## config.mk

```make
export PLATFORM = sky130hd
export DESIGN_NAME = timed_relay_command_parser
export DESIGN_NICKNAME = d
export VERILOG_FILES = /design/src/hw/rtl/trp_pkg.sv /design/src/hw/rtl/trp_parse.sv /design/src/hw/rtl/timed_relay_command_parser.sv
export SDC_FILE = /design/constraint.sdc
export NUM_CORES = 1
export LEC_CHECK = 0
export ABC_AREA = 1
export BUFFER_PORTS_ARGS = -buffer_cell sky130_fd_sc_hd__buf_2
export CELL_PAD_IN_SITES_DETAIL_PLACEMENT = 1
export CELL_PAD_IN_SITES_GLOBAL_PLACEMENT = 1
export CORE_ASPECT_RATIO = 1.75
export CORE_MARGIN = 10
export CORE_UTILIZATION = 44
export DETAILED_ROUTE_END_ITERATION = 16
export GPL_TIMING_DRIVEN = 0
export PLACE_DENSITY = 0.86
export SETUP_SLACK_MARGIN = 0.02
export SYNTH_ARGS = -nofsm -noshare
export SYNTH_HDL_FRONTEND = slang
export SYNTH_HIERARCHICAL = 1
export SYNTH_SLANG_ARGS = --single-unit
```

## constraint.sdc

```tcl
create_clock -name clk -period 5 [get_ports clk]
set_input_delay 0.75 -clock clk [delete_from_list [all_inputs] [get_ports clk]]
set_output_delay 0.75 -clock clk [all_outputs]
set_load 0.02 [all_outputs]
```

## src/hw/rtl/trp_pkg.sv

```systemverilog
// Shared types and constants for the timed relay command parser.
`default_nettype none

package trp_pkg;

	localparam int TIME_BITS = 16;

	// Width that holds both the countdown and the 16-bit status field.
	localparam int SEC_EXT_BITS = (TIME_BITS > 16) ? TIME_BITS : 16;

	localparam int SECONDS_BITS = 16;

	typedef enum logic [3:0] {
		PH_START,
		PH_O,
		PH_ON,
		PH_OF,
		PH_OFF,
		PH_DIGITS,
		PH_SEC,
		PH_MIN,
		PH_BAD,
		PH_EXACT_ON,
		PH_EXACT_OFF
	} phase_t;

	// Verdict on a command whose last word is being accepted.
	typedef struct packed {
		logic                 exact;
		logic                 timed;
		logic                 target;
		logic [TIME_BITS-1:0] time_val;
	} parse_res_t;

endpackage

`default_nettype wire

```

## src/hw/rtl/trp_parse.sv

```systemverilog
// Command text parser: tracks the phase, the target level and the time value.
`default_nettype none

module trp_parse (
	input  wire                  clk,
	input  wire                  arst_n,
	input  wire                  byte_en,
	input  wire [7:0]            char_byte,
	input  wire                  last_byte,
	output trp_pkg::parse_res_t  res
);

	localparam int TB    = trp_pkg::TIME_BITS;
	localparam int ACC_W = trp_pkg::TIME_BITS + 6;

	localparam logic [7:0] CH_NUL   = 8'h00;
	localparam logic [7:0] CH_O     = 8'h6F;
	localparam logic [7:0] CH_N     = 8'h6E;
	localparam logic [7:0] CH_F     = 8'h66;
	localparam logic [7:0] CH_COMMA = 8'h2C;
	localparam logic [7:0] CH_ZERO  = 8'h30;
	localparam logic [7:0] CH_NINE  = 8'h39;
	localparam logic [7:0] CH_S     = 8'h73;
	localparam logic [7:0] CH_M     = 8'h6D;

	localparam logic [ACC_W-1:0] TIME_MAX_EXT = ACC_W'({TB{1'b1}});

	trp_pkg::phase_t phase_q;
	trp_pkg::phase_t phase_mid;
	trp_pkg::phase_t phase_end;
	trp_pkg::phase_t phase_d;
	logic            target_q;
	logic            target_d;
	logic [TB-1:0]   accum_q;
	logic [TB-1:0]   accum_mid;
	logic [TB-1:0]   accum_d;
	logic [ACC_W-1:0] accum_ext;
	logic [ACC_W-1:0] mul10;
	logic [ACC_W-1:0] mul60;
	logic             is_digit;

	function automatic trp_pkg::phase_t next_phase(input trp_pkg::phase_t ph,
			input logic [7:0] c);
		trp_pkg::phase_t nx;
		nx = ph;
		case (ph)
			trp_pkg::PH_START: nx = (c == CH_O) ? trp_pkg::PH_O : trp_pkg::PH_BAD;
			trp_pkg::PH_O: begin
				if (c == CH_N)
					nx = trp_pkg::PH_ON;
				else if (c == CH_F)
					nx = trp_pkg::PH_OF;
				else
					nx = trp_pkg::PH_BAD;
			end
			trp_pkg::PH_OF: nx = (c == CH_F) ? trp_pkg::PH_OFF : trp_pkg::PH_BAD;
			trp_pkg::PH_ON, trp_pkg::PH_OFF: begin
				if (c == CH_NUL)
					nx = (ph == trp_pkg::PH_ON) ? trp_pkg::PH_EXACT_ON
						: trp_pkg::PH_EXACT_OFF;
				else if (c == CH_COMMA)
					nx = trp_pkg::PH_DIGITS;
				else
					nx = trp_pkg::PH_BAD;
			end
			trp_pkg::PH_DIGITS: begin
				if (c >= CH_ZERO && c <= CH_NINE)
					nx = trp_pkg::PH_DIGITS;
				else if (c == CH_S)
					nx = trp_pkg::PH_SEC;
				else if (c == CH_M)
					nx = trp_pkg::PH_MIN;
				else
					nx = trp_pkg::PH_BAD;
			end
			trp_pkg::PH_SEC, trp_pkg::PH_MIN, trp_pkg::PH_BAD,
			trp_pkg::PH_EXACT_ON, trp_pkg::PH_EXACT_OFF: nx = ph;
			default: nx = trp_pkg::PH_BAD;
		endcase
		return nx;
	endfunction

	// The end of text acts as one more NUL fed after the last word.
	always_comb begin
		phase_mid = next_phase(phase_q, char_byte);
		phase_end = next_phase(phase_mid, CH_NUL);
		if (!byte_en)
			phase_d = phase_q;
		else if (last_byte)
			phase_d = trp_pkg::PH_START;
		else
			phase_d = phase_mid;
	end

	// Time arithmetic only happens on the real character; the NUL never
	// touches the value.
	always_comb begin
		is_digit  = (char_byte >= CH_ZERO) && (char_byte <= CH_NINE);
		accum_ext = ACC_W'(accum_q);
		mul10     = (accum_ext << 3) + (accum_ext << 1) + ACC_W'(char_byte[3:0]);
		mul60     = (accum_ext << 6) - (accum_ext << 2);
		accum_mid = accum_q;
		target_d  = target_q;
		case (phase_q)
			trp_pkg::PH_O: begin
				if (char_byte == CH_N)
					target_d = 1'b1;
				else if (char_byte == CH_F)
					target_d = 1'b0;
			end
			trp_pkg::PH_ON, trp_pkg::PH_OFF: begin
				if (char_byte == CH_COMMA)
					accum_mid = '0;
			end
			trp_pkg::PH_DIGITS: begin
				if (is_digit)
					accum_mid = (mul10 > TIME_MAX_EXT) ? {TB{1'b1}} : mul10[TB-1:0];
				else if (char_byte == CH_M)
					accum_mid = (mul60 > TIME_MAX_EXT) ? {TB{1'b1}} : mul60[TB-1:0];
			end
			default: accum_mid = accum_q;
		endcase
		if (!byte_en) begin
			accum_d  = accum_q;
			target_d = target_q;
		end else if (last_byte) begin
			accum_d = '0;
		end else begin
			accum_d = accum_mid;
		end
	end

	always_comb begin
		res.exact    = (phase_end == trp_pkg::PH_EXACT_ON)
			|| (phase_end == trp_pkg::PH_EXACT_OFF);
		res.timed    = ((phase_end == trp_pkg::PH_SEC) || (phase_end == trp_pkg::PH_MIN))
			&& (accum_mid != '0);
		res.target   = target_d;
		res.time_val = accum_mid;
	end

	always_ff @(posedge clk or negedge arst_n) begin
		if (!arst_n) begin
			phase_q  <= trp_pkg::PH_START;
			target_q <= 1'b0;
			accum_q  <= '0;
		end else begin
			phase_q  <= phase_d;
			target_q <= target_d;
			accum_q  <= accum_d;
		end
	end

endmodule

`default_nettype wire

```

## src/hw/rtl/timed_relay_command_parser.sv

```systemverilog
// The result word for an item is on the outputs in the cycle after it is accepted.
// Throughput: one word per cycle unless the output stalls; the output register lets a new word in while
// the previous result is taken in the same cycle.
// All per-item work is one pass through the parser and relay update logic.
// Reset: relay off, no countdown, parser at the start of a command, no result held.
`default_nettype none

module timed_relay_command_parser (
	input  wire         clk,
	input  wire         arst_n,
	input  wire         in_valid,
	output logic        in_ready,
	input  wire         req_type,
	input  wire  [7:0]  char_byte,
	input  wire         last_byte,
	output logic        out_valid,
	input  wire         out_ready,
	output logic        relay_on,
	output logic [15:0] seconds_left,
	output logic        command_done,
	output logic        command_error
);

	localparam int TB = trp_pkg::TIME_BITS;
	localparam int CW = trp_pkg::SEC_EXT_BITS;
	localparam int SB = trp_pkg::SECONDS_BITS;

	logic                in_acc;
	logic                byte_en;
	trp_pkg::parse_res_t pres;

	logic          relay_q;
	logic          restore_q;
	logic [TB-1:0] countdown_q;
	logic          relay_d;
	logic          restore_d;
	logic [TB-1:0] countdown_d;
	logic [TB-1:0] cd_dec;
	logic          done_d;
	logic          err_d;
	logic [CW-1:0] cd_ext;

	assign in_ready = !out_valid || out_ready;
	assign in_acc   = in_valid && in_ready;
	assign byte_en  = in_acc && !req_type;

	trp_parse u_parse (
		.clk       (clk),
		.arst_n    (arst_n),
		.byte_en   (byte_en),
		.char_byte (char_byte),
		.last_byte (last_byte),
		.res       (pres)
	);

	always_comb begin
		relay_d     = relay_q;
		restore_d   = restore_q;
		countdown_d = countdown_q;
		done_d      = 1'b0;
		err_d       = 1'b0;
		cd_dec      = countdown_q - TB'(1);
		if (req_type) begin
			if (countdown_q != '0) begin
				countdown_d = cd_dec;
				if (cd_dec == '0)
					relay_d = restore_q;
			end
		end else if (last_byte) begin
			done_d = 1'b1;
			if (pres.exact) begin
				relay_d     = pres.target;
				countdown_d = '0;
			end else if (pres.timed) begin
				restore_d   = relay_q;
				relay_d     = pres.target;
				countdown_d = pres.time_val;
			end else begin
				err_d = 1'b1;
			end
		end
		cd_ext = CW'(countdown_d);
	end

	always_ff @(posedge clk or negedge arst_n) begin
		if (!arst_n) begin
			relay_q     <= 1'b0;
			restore_q   <= 1'b0;
			countdown_q <= '0;
		end else if (in_acc) begin
			relay_q     <= relay_d;
			restore_q   <= restore_d;
			countdown_q <= countdown_d;
		end
	end

	always_ff @(posedge clk or negedge arst_n) begin
		if (!arst_n)
			out_valid <= 1'b0;
		else if (in_acc)
			out_valid <= 1'b1;
		else if (out_ready)
			out_valid <= 1'b0;
	end

	always_ff @(posedge clk) begin
		if (in_acc) begin
			relay_on      <= relay_d;
			seconds_left  <= (cd_ext > CW'({SB{1'b1}})) ? {SB{1'b1}} : cd_ext[SB-1:0];
			command_done  <= done_d;
			command_error <= err_d;
		end
	end

	a_err_needs_done: assert property (@(posedge clk) disable iff (!arst_n)
		out_valid && command_error |-> command_done)
		else $error("error flag without a completed command");

	a_tick_not_done: assert property (@(posedge clk) disable iff (!arst_n)
		in_acc && req_type |=> !command_done && !command_error)
		else $error("tick word reported a command");

	a_idle_tick: assert property (@(posedge clk) disable iff (!arst_n)
		in_acc && req_type && countdown_q == '0 |=> $stable(relay_q) && countdown_q == '0)
		else $error("tick with no countdown changed the relay");

	a_result_follows: assert property (@(posedge clk) disable iff (!arst_n)
		in_acc |=> out_valid && relay_on == relay_q)
		else $error("result word missing or relay mismatch");

endmodule

`default_nettype wire

```

==> results.sh, run 1 <==
export IMPL_status="complete, no violations"
export IMPL_num_fill_cells=2097
export IMPL_dieArea_mm2=0.0207
export IMPL_syn_area_mm2=0.00666
export IMPL_start_util=0.449
export IMPL_drive_above_1_share=0.113
export IMPL_syn_num_nets=1159
export IMPL_avgSynthCellArea_um2=6.07
export IMPL_clkTransAtPathRegs_ns=0.06
export IMPL_synth_edff_count=19
export IMPL_place_ws_ns=-0.551
export IMPL_maxSlewHeadroom=0.313
export IMPL_place_area_mm2=0.00706
export IMPL_syn2layout_area_growth_pct=11.6
export IMPL_gr_usage_met2=0.483
export IMPL_synth_async_reset_ratio=0.678
export IMPL_power_density_mw_per_mm2=360
export IMPL_core_area_mm2=0.0148
export IMPL_finalNetCount=1204
export IMPL_required_ns=5.26
export IMPL_slew_violations=0
export IMPL_layout_common_cells="nand2_1, inv_1, nor2_1, nand3_1, o21ai_0"
export IMPL_setup_viol=0
export IMPL_yosys_area_top_type="nand2_1"
export IMPL_grt_pass1_vias=8067
export IMPL_r2r_start="u_parse/accum_q[1]"
export IMPL_antenna_cells=0
export IMPL_fin_crit_ns=4.70
export IMPL_startpoint_type="primary input"
export IMPL_drt_iter0_markers=258
export IMPL_grt_antenna_before_repair=0
export IMPL_worstMarginPinSlew_ns=1.03
export IMPL_ys_ff_latch=59
export IMPL_ir_drop_uv=178
export IMPL_reg2regPathDepth=30
export IMPL_die_h_um=183
export IMPL_worst_setup_path_type="primary input to register"
export IMPL_root_buffer="clkbuf_16"
export IMPL_critPathSlowestCell="fa_1"
export IMPL_crit_arrival_ns=4.96
export IMPL_cts_tree="built"
export IMPL_final_common_cell="nand2_1"
export IMPL_avgRoutedWirePerCell_um=18.8
export IMPL_path_max_fanout=10
export IMPL_power_leakage_nw=4.11
export IMPL_ioPinCount=35
export IMPL_grt_max_degree=41
export IMPL_die_x_um=113
export IMPL_overflow=0
export IMPL_cts_buffer_depth=2
export IMPL_ctsHtreeMaxLevel=3
export IMPL_max_freq_mhz=213
export IMPL_pwr_share_seq=0.270
export IMPL_clock_sinks=59
export IMPL_regToRegEndpoint="countdown_q[8]"
export IMPL_sw_frac_of_total=0.456
export IMPL_power_switching_mw=1.22
export IMPL_hold_violations=0
export IMPL_design_area_mm2=0.00743
export IMPL_critPathLaunch="char_byte[3]"
export IMPL_ys_seq_area_frac=0.236
export IMPL_synthCells=1097
export IMPL_multi_input_area_mm2=0.00439
export IMPL_grt_pass1_wl_um=40600
export IMPL_yosysTopAreaCellShare=0.204
export IMPL_p_clk_frac=0.255
export IMPL_via_per_inst=5.61
export IMPL_slowest_delay_ns=0.54
export IMPL_ys_flop_type="dfrtp_1"
export IMPL_comb_power_share=0.475
export IMPL_finalClockSkew_ns=0.00660
export IMPL_holdBufCountCts=0
export IMPL_reg2reg_slack_ns=0.32
export IMPL_via_count=7467
export IMPL_finalWeightedCongestion=0.992
export IMPL_maxCapViolations=0
export IMPL_grt_util_met1=0.216
export IMPL_ff_latch_area_mm2=0.00158
export IMPL_setup_ws_ns=0.300
export IMPL_timing_final_crit_share=0.940
export IMPL_rsz0062_at_grt="false"
export IMPL_antenna_left=0
export IMPL_track_usage=0.242
export IMPL_drc=0
export IMPL_yosysWarningCount=6
export IMPL_gr_usage_met3=0.0297
export IMPL_synth_cell_types=47
export IMPL_hpwl_um=20500
export IMPL_rows=59
export IMPL_endpoint="countdown_q[8]"
export IMPL_clock_latency_ns=0.34
export IMPL_hp_class="register to register"
export IMPL_wl_um=25000
export IMPL_io_buffers=33
export IMPL_numCtsBuffers=9
export IMPL_grt_busiest_layer="met2"
export IMPL_synthTopCellsByArea="nand2_1, dfrtp_1, ha_1"
export IMPL_critical_path_most_common_cell="nand2_1"
export IMPL_dr_pass1_iters=4
export IMPL_p_int_mw=1.46
export IMPL_crit_path_end_kind="register"
==> layout make-up <==
class | count | area share
plain buffers | 25 | 0.0197
clock buffers | 10 | 0.0321
multi-input cells | 856 | 0.591
inverters | 156 | 0.0788
well taps | 183 | 0.0308
clock inverters | 6 | 0.0118
flip-flops and latches | 59 | 0.212
repair buffers | 35 | 0.0242
==> synth_stat cells (2+ instances only) <==
master    count
clkbuf_1     12
o21ai_0      75
o22ai_1      19
or2_2         4
nor2_2       13
nand2_2      19
a21oi_1      46
nand3_2       2
inv_2         8
inv_1       146
and2_1        2
buf_6         3
nand4_1      10
xnor2_1      13
a31oi_1       3
xor2_1       12
dfrtp_1      40
clkinv_1      2
o21ai_1       8
edfxtp_1     19
o21bai_1      3
nor3_1        4
nand3_1      78
nor2_1      108
a21o_1        2
nand2_1     363
buf_2         4
fa_1          2
a21oi_2       3
buf_4         5
nor4_1        4
ha_1         46
o211ai_1      2
nor2_4        4
==> power by group through the flow <==
stage	Sequential (mW)	Clock (mW)	Combinational, mW
after floorplan	0.746	0	0.851
after global placement	0.724	0	1.19
after detailed placement	0.727	0	1.24
after CTS	0.721	0.685	1.26
after global routing	0.733	0.702	1.42
final	0.724	0.684	1.27
==> metrics by stage <==
step | power (mW) | util | setup TNS [ns] | cells | hold slack, ns
4_1_cts | 2.67 | 0.499 | 0 | 1331 | 0.520
2_1_floorplan | 1.60 | - | 0 | 1097 | 0.454
3_3_place_gp | 1.92 | 0.476 | -7.35 | 1313 | 0.490
6_report | 2.68 | 0.501 | 0 | 1330 | 0.523
3_5_place_dp | 1.96 | 0.476 | -10.09 | 1313 | 0.506
5_1_grt | 2.86 | 0.501 | 0 | 1330 | 0.544
==> metal layers <==
metal  vias to the layer above  part of all wire
li1                       3611                 -
met1                      3581              0.34
met2                       168              0.56
met3                       107             0.025
met4                         0             0.070
met5                         -                 0
==> worst min-delay path by stage <==
stage                  endpoint  slack, ns  cells after the start              from
6_report       u_parse/target_q       0.52                      2  u_parse/target_q
5_1_grt                 relay_q       0.54                      2           relay_q
4_1_cts        u_parse/target_q       0.52                      2  u_parse/target_q
3_5_place_dp            relay_q       0.51                      2           relay_q
3_3_place_gp   u_parse/target_q       0.49                      2  u_parse/target_q
2_1_floorplan    countdown_q[0]       0.45                      0            arst_n
==> worst max-delay path, delay by kind of cell <==
family	cells	cell delay, ns
simple gates	18	2.01
fa+ha+maj	2	0.96
buf+inv	5	0.65
compound gates	5	0.60
==> logic make-up after synthesis <==
| kind of cell | count (synthesis) | share of synthesized area |
|---|---|---|
| XOR/XNOR | 25 | 0.0329 |
| adder cells (fa/ha/maj) | 48 | 0.0924 |
| AND/OR/NAND/NOR | 616 | 0.393 |
| flip-flops | 59 | 0.236 |
| AO/OA/AOI/OAI | 167 | 0.137 |
| buffers and inverters | 182 | 0.110 |
==> sequential cells by signal, summed over array words and instances, names as in the netlist, 4 cells and up <==
register         cells
countdown_q         16
seconds_left        16
u_parse/phase_q      4
u_parse/accum_q     16
==> what timing repair did <==
item                                    CTS  global route
gates cloned                              0             0
endpoints found under the setup margin   24            35
gates resized for setup                   4            13
endpoints found under the hold margin     0             0
buffers inserted                          2             0
pin swaps                                 0             0
(Power assumes the default switching activity.)
==> inputs of run 2 (changes only) <==
CORE_UTILIZATION = 45   (was 44)
CTS_BUF_LIST = sky130_fd_sc_hd__clkbuf_2   (was default)
PLACE_DENSITY = 0.88   (was 0.86)
==> run 2 against run 1 <==
  * First-iteration DRC count up 38%
  * Clock skew grew 0.023 ns
  * Maximum frequency grew 1.3%
  * Cell area shrank 2.7%
  * Sequential share of layout area grew 0.61 points
  * Sequential power hardly changed
  * Global-route usage is 0.38 points lower
  * Worst hold slack got worse by 0.16 ns
  * Wire length decreased by 1.7%
==> results.sh, run 2 (synthesis gave the netlist of run 1 again) <==
export IMPL_core_area_mm2=0.0144
export IMPL_setup_viol=0
export IMPL_setup_ws_ns=0.362
export IMPL_path_max_fanout=10
export IMPL_slew_violations=0
export IMPL_root_buffer="clkbuf_2"
export IMPL_dieArea_mm2=0.0203
export IMPL_status="complete, no violations"
export IMPL_drive_above_1_share=0.122
export IMPL_tns_ns=0
export IMPL_startpoint_type="register"
export IMPL_worstMarginPinSlew_ns=1.01
export IMPL_cts_tree="built"
export IMPL_layout_common_cells="nand2_1, inv_1, nor2_1, nand3_1, o21ai_0"
export IMPL_maxCapViolations=0
export IMPL_grt_max_degree=41
export IMPL_drt_iter0_markers=355
export IMPL_dr_pass1_iters=5
export IMPL_io_buffers=33
export IMPL_ir_drop_uv=106
export IMPL_grt_busiest_layer="met2"
export IMPL_timing_final_crit_share=0.928
export IMPL_design_area_mm2=0.00724
export IMPL_finalClockSkew_ns=0.0295
export IMPL_wl_um=24600
export IMPL_required_ns=5.42
export IMPL_critical_path_most_common_cell="nand2_1"
export IMPL_grt_util_met1=0.219
export IMPL_hp_class="primary input to async pin"
export IMPL_overflow=0
export IMPL_numCtsBuffers=9
export IMPL_place_ws_ns=-0.596
export IMPL_power_density_mw_per_mm2=307
export IMPL_worst_setup_path_type="register to register"
export IMPL_finalNetCount=1209
export IMPL_stdcell_count=1333
export IMPL_fin_util=0.501
export IMPL_finalWeightedCongestion=1.04
export IMPL_place_area_mm2=0.00705
export IMPL_slowest_delay_ns=0.50
export IMPL_rows=58
export IMPL_avgRoutedWirePerCell_um=18.5
export IMPL_ff_latch_area_mm2=0.00158
export IMPL_maxSlewHeadroom=0.330
export IMPL_fin_crit_ns=4.64
export IMPL_clkTransAtPathRegs_ns=0.19
export IMPL_gr_usage_met2=0.473
export IMPL_clock_latency_ns=0.52
export IMPL_syn2layout_area_growth_pct=8.60
export IMPL_reg_top3="countdown_q (16), seconds_left (16), u_parse/accum_q (16)"
export IMPL_hpwl_um=20500
export IMPL_antenna_left=0
export IMPL_power_leakage_nw=4.03
export IMPL_via_per_inst=5.60
export IMPL_holdWs_ns=0.363
export IMPL_via_count=7470
export IMPL_final_common_cell="nand2_1"
export IMPL_clock_sinks=59
export IMPL_rsz0062_at_grt="false"
export IMPL_track_usage=0.239
export IMPL_critPathSlowestCell="dfrtp_2"
export IMPL_max_freq_mhz=216
export IMPL_dp_cells=1310
export IMPL_grt_pass1_vias=7909
export IMPL_multi_input_area_mm2=0.00440
export IMPL_ctsHtreeMaxLevel=3
export IMPL_grt_pass1_wl_um=39600
export IMPL_crit_path_end_kind="register"
export IMPL_grt_antenna_before_repair=1
export IMPL_num_fill_cells=2066
export IMPL_gr_usage_met3=0.0186
export IMPL_drc=0
export IMPL_ioPinCount=35
export IMPL_cts_buffer_depth=2
export IMPL_die_x_um=112
export IMPL_die_h_um=181
export IMPL_p_total_mw=2.22
export IMPL_crit_arrival_ns=5.06
export IMPL_hold_violations=0
export IMPL_start_util=0.461
run 2: changes by cell type in the layout (fill, tap and decap cells not counted), moves of 2 or more:
cell       before  now
a21oi_1        45   43
clkbuf_2        2   12
a21oi_2         3    5
clkinv_2        1    5
clkbuf_16       9    0
bufinv_16       2    0
buf_4           8   12
dfrtp_1        36   34
dfrtp_2         4    6
run 2: worst max-delay path: cells and delay by family (launching register included):
family          cells  cell delay (ns)
compound gates      5             0.62
flops               1             0.50
buf+inv             4             0.56
fa+ha+maj           3             0.99
simple gates       18             1.83
run 2: layer usage:
| layer | wire length (um) | vias to the layer above | part of all wire |
|---|---|---|---|
| met1 | 8570 | 3577 | 0.35 |
| met5 | 0 | - | 0 |
| met4 | 1730 | 0 | 0.070 |
| met2 | 13700 | 177 | 0.56 |
| li1 | - | 3624 | - |
| met3 | 641 | 92 | 0.026 |
run 2: path summary, 6_finish.rpt:
| path | slack [ns] | depth (start not counted) | from | end |
|---|---|---|---|---|
| setup reg to reg | 0.36 | 30 | u_parse/accum_q[1] | countdown_q[3] |
| hold / removal | 0.36 | 1 | arst_n | u_parse/phase_q[0] |
| max in group asynchronous | 3.92 | 1 | arst_n | u_parse/accum_q[13] |
| setup / recovery | 0.36 | 30 | u_parse/accum_q[1] | countdown_q[3] |
| min in group clk | 0.51 | 4 | out_ready | out_valid |
| hold reg to reg | 0.54 | 2 | u_parse/target_q | u_parse/target_q |
run 2: power by group:
group	total (mW)	switching, mW	internal, mW
combinational	1.25	0.864	0.389
sequential	0.723	0.107	0.616
clock	0.248	0.185	0.0630
total	2.22	1.16	1.07
run 2: final cells by class:
class                      instances  share of cell area
buffer                            25              0.0202
clock inverter                     6             0.00450
sequential                        59               0.218
timing repair buffer              40              0.0301
inverter                         156              0.0809
clock buffer                      10             0.00692
antenna                            1            0.000346
tap                              180              0.0311
multi-input combinational        856               0.608
run 2: timing repair:
| item | 4_1_cts | 5_1_grt |
|---|---|---|
| resized for setup | 5 | 15 |
| hold buffers | 0 | 0 |
| buffers inserted | 3 | 4 |
| setup endpoints to repair | 25 | 36 |
| endpoints found under the hold margin | 0 | 0 |
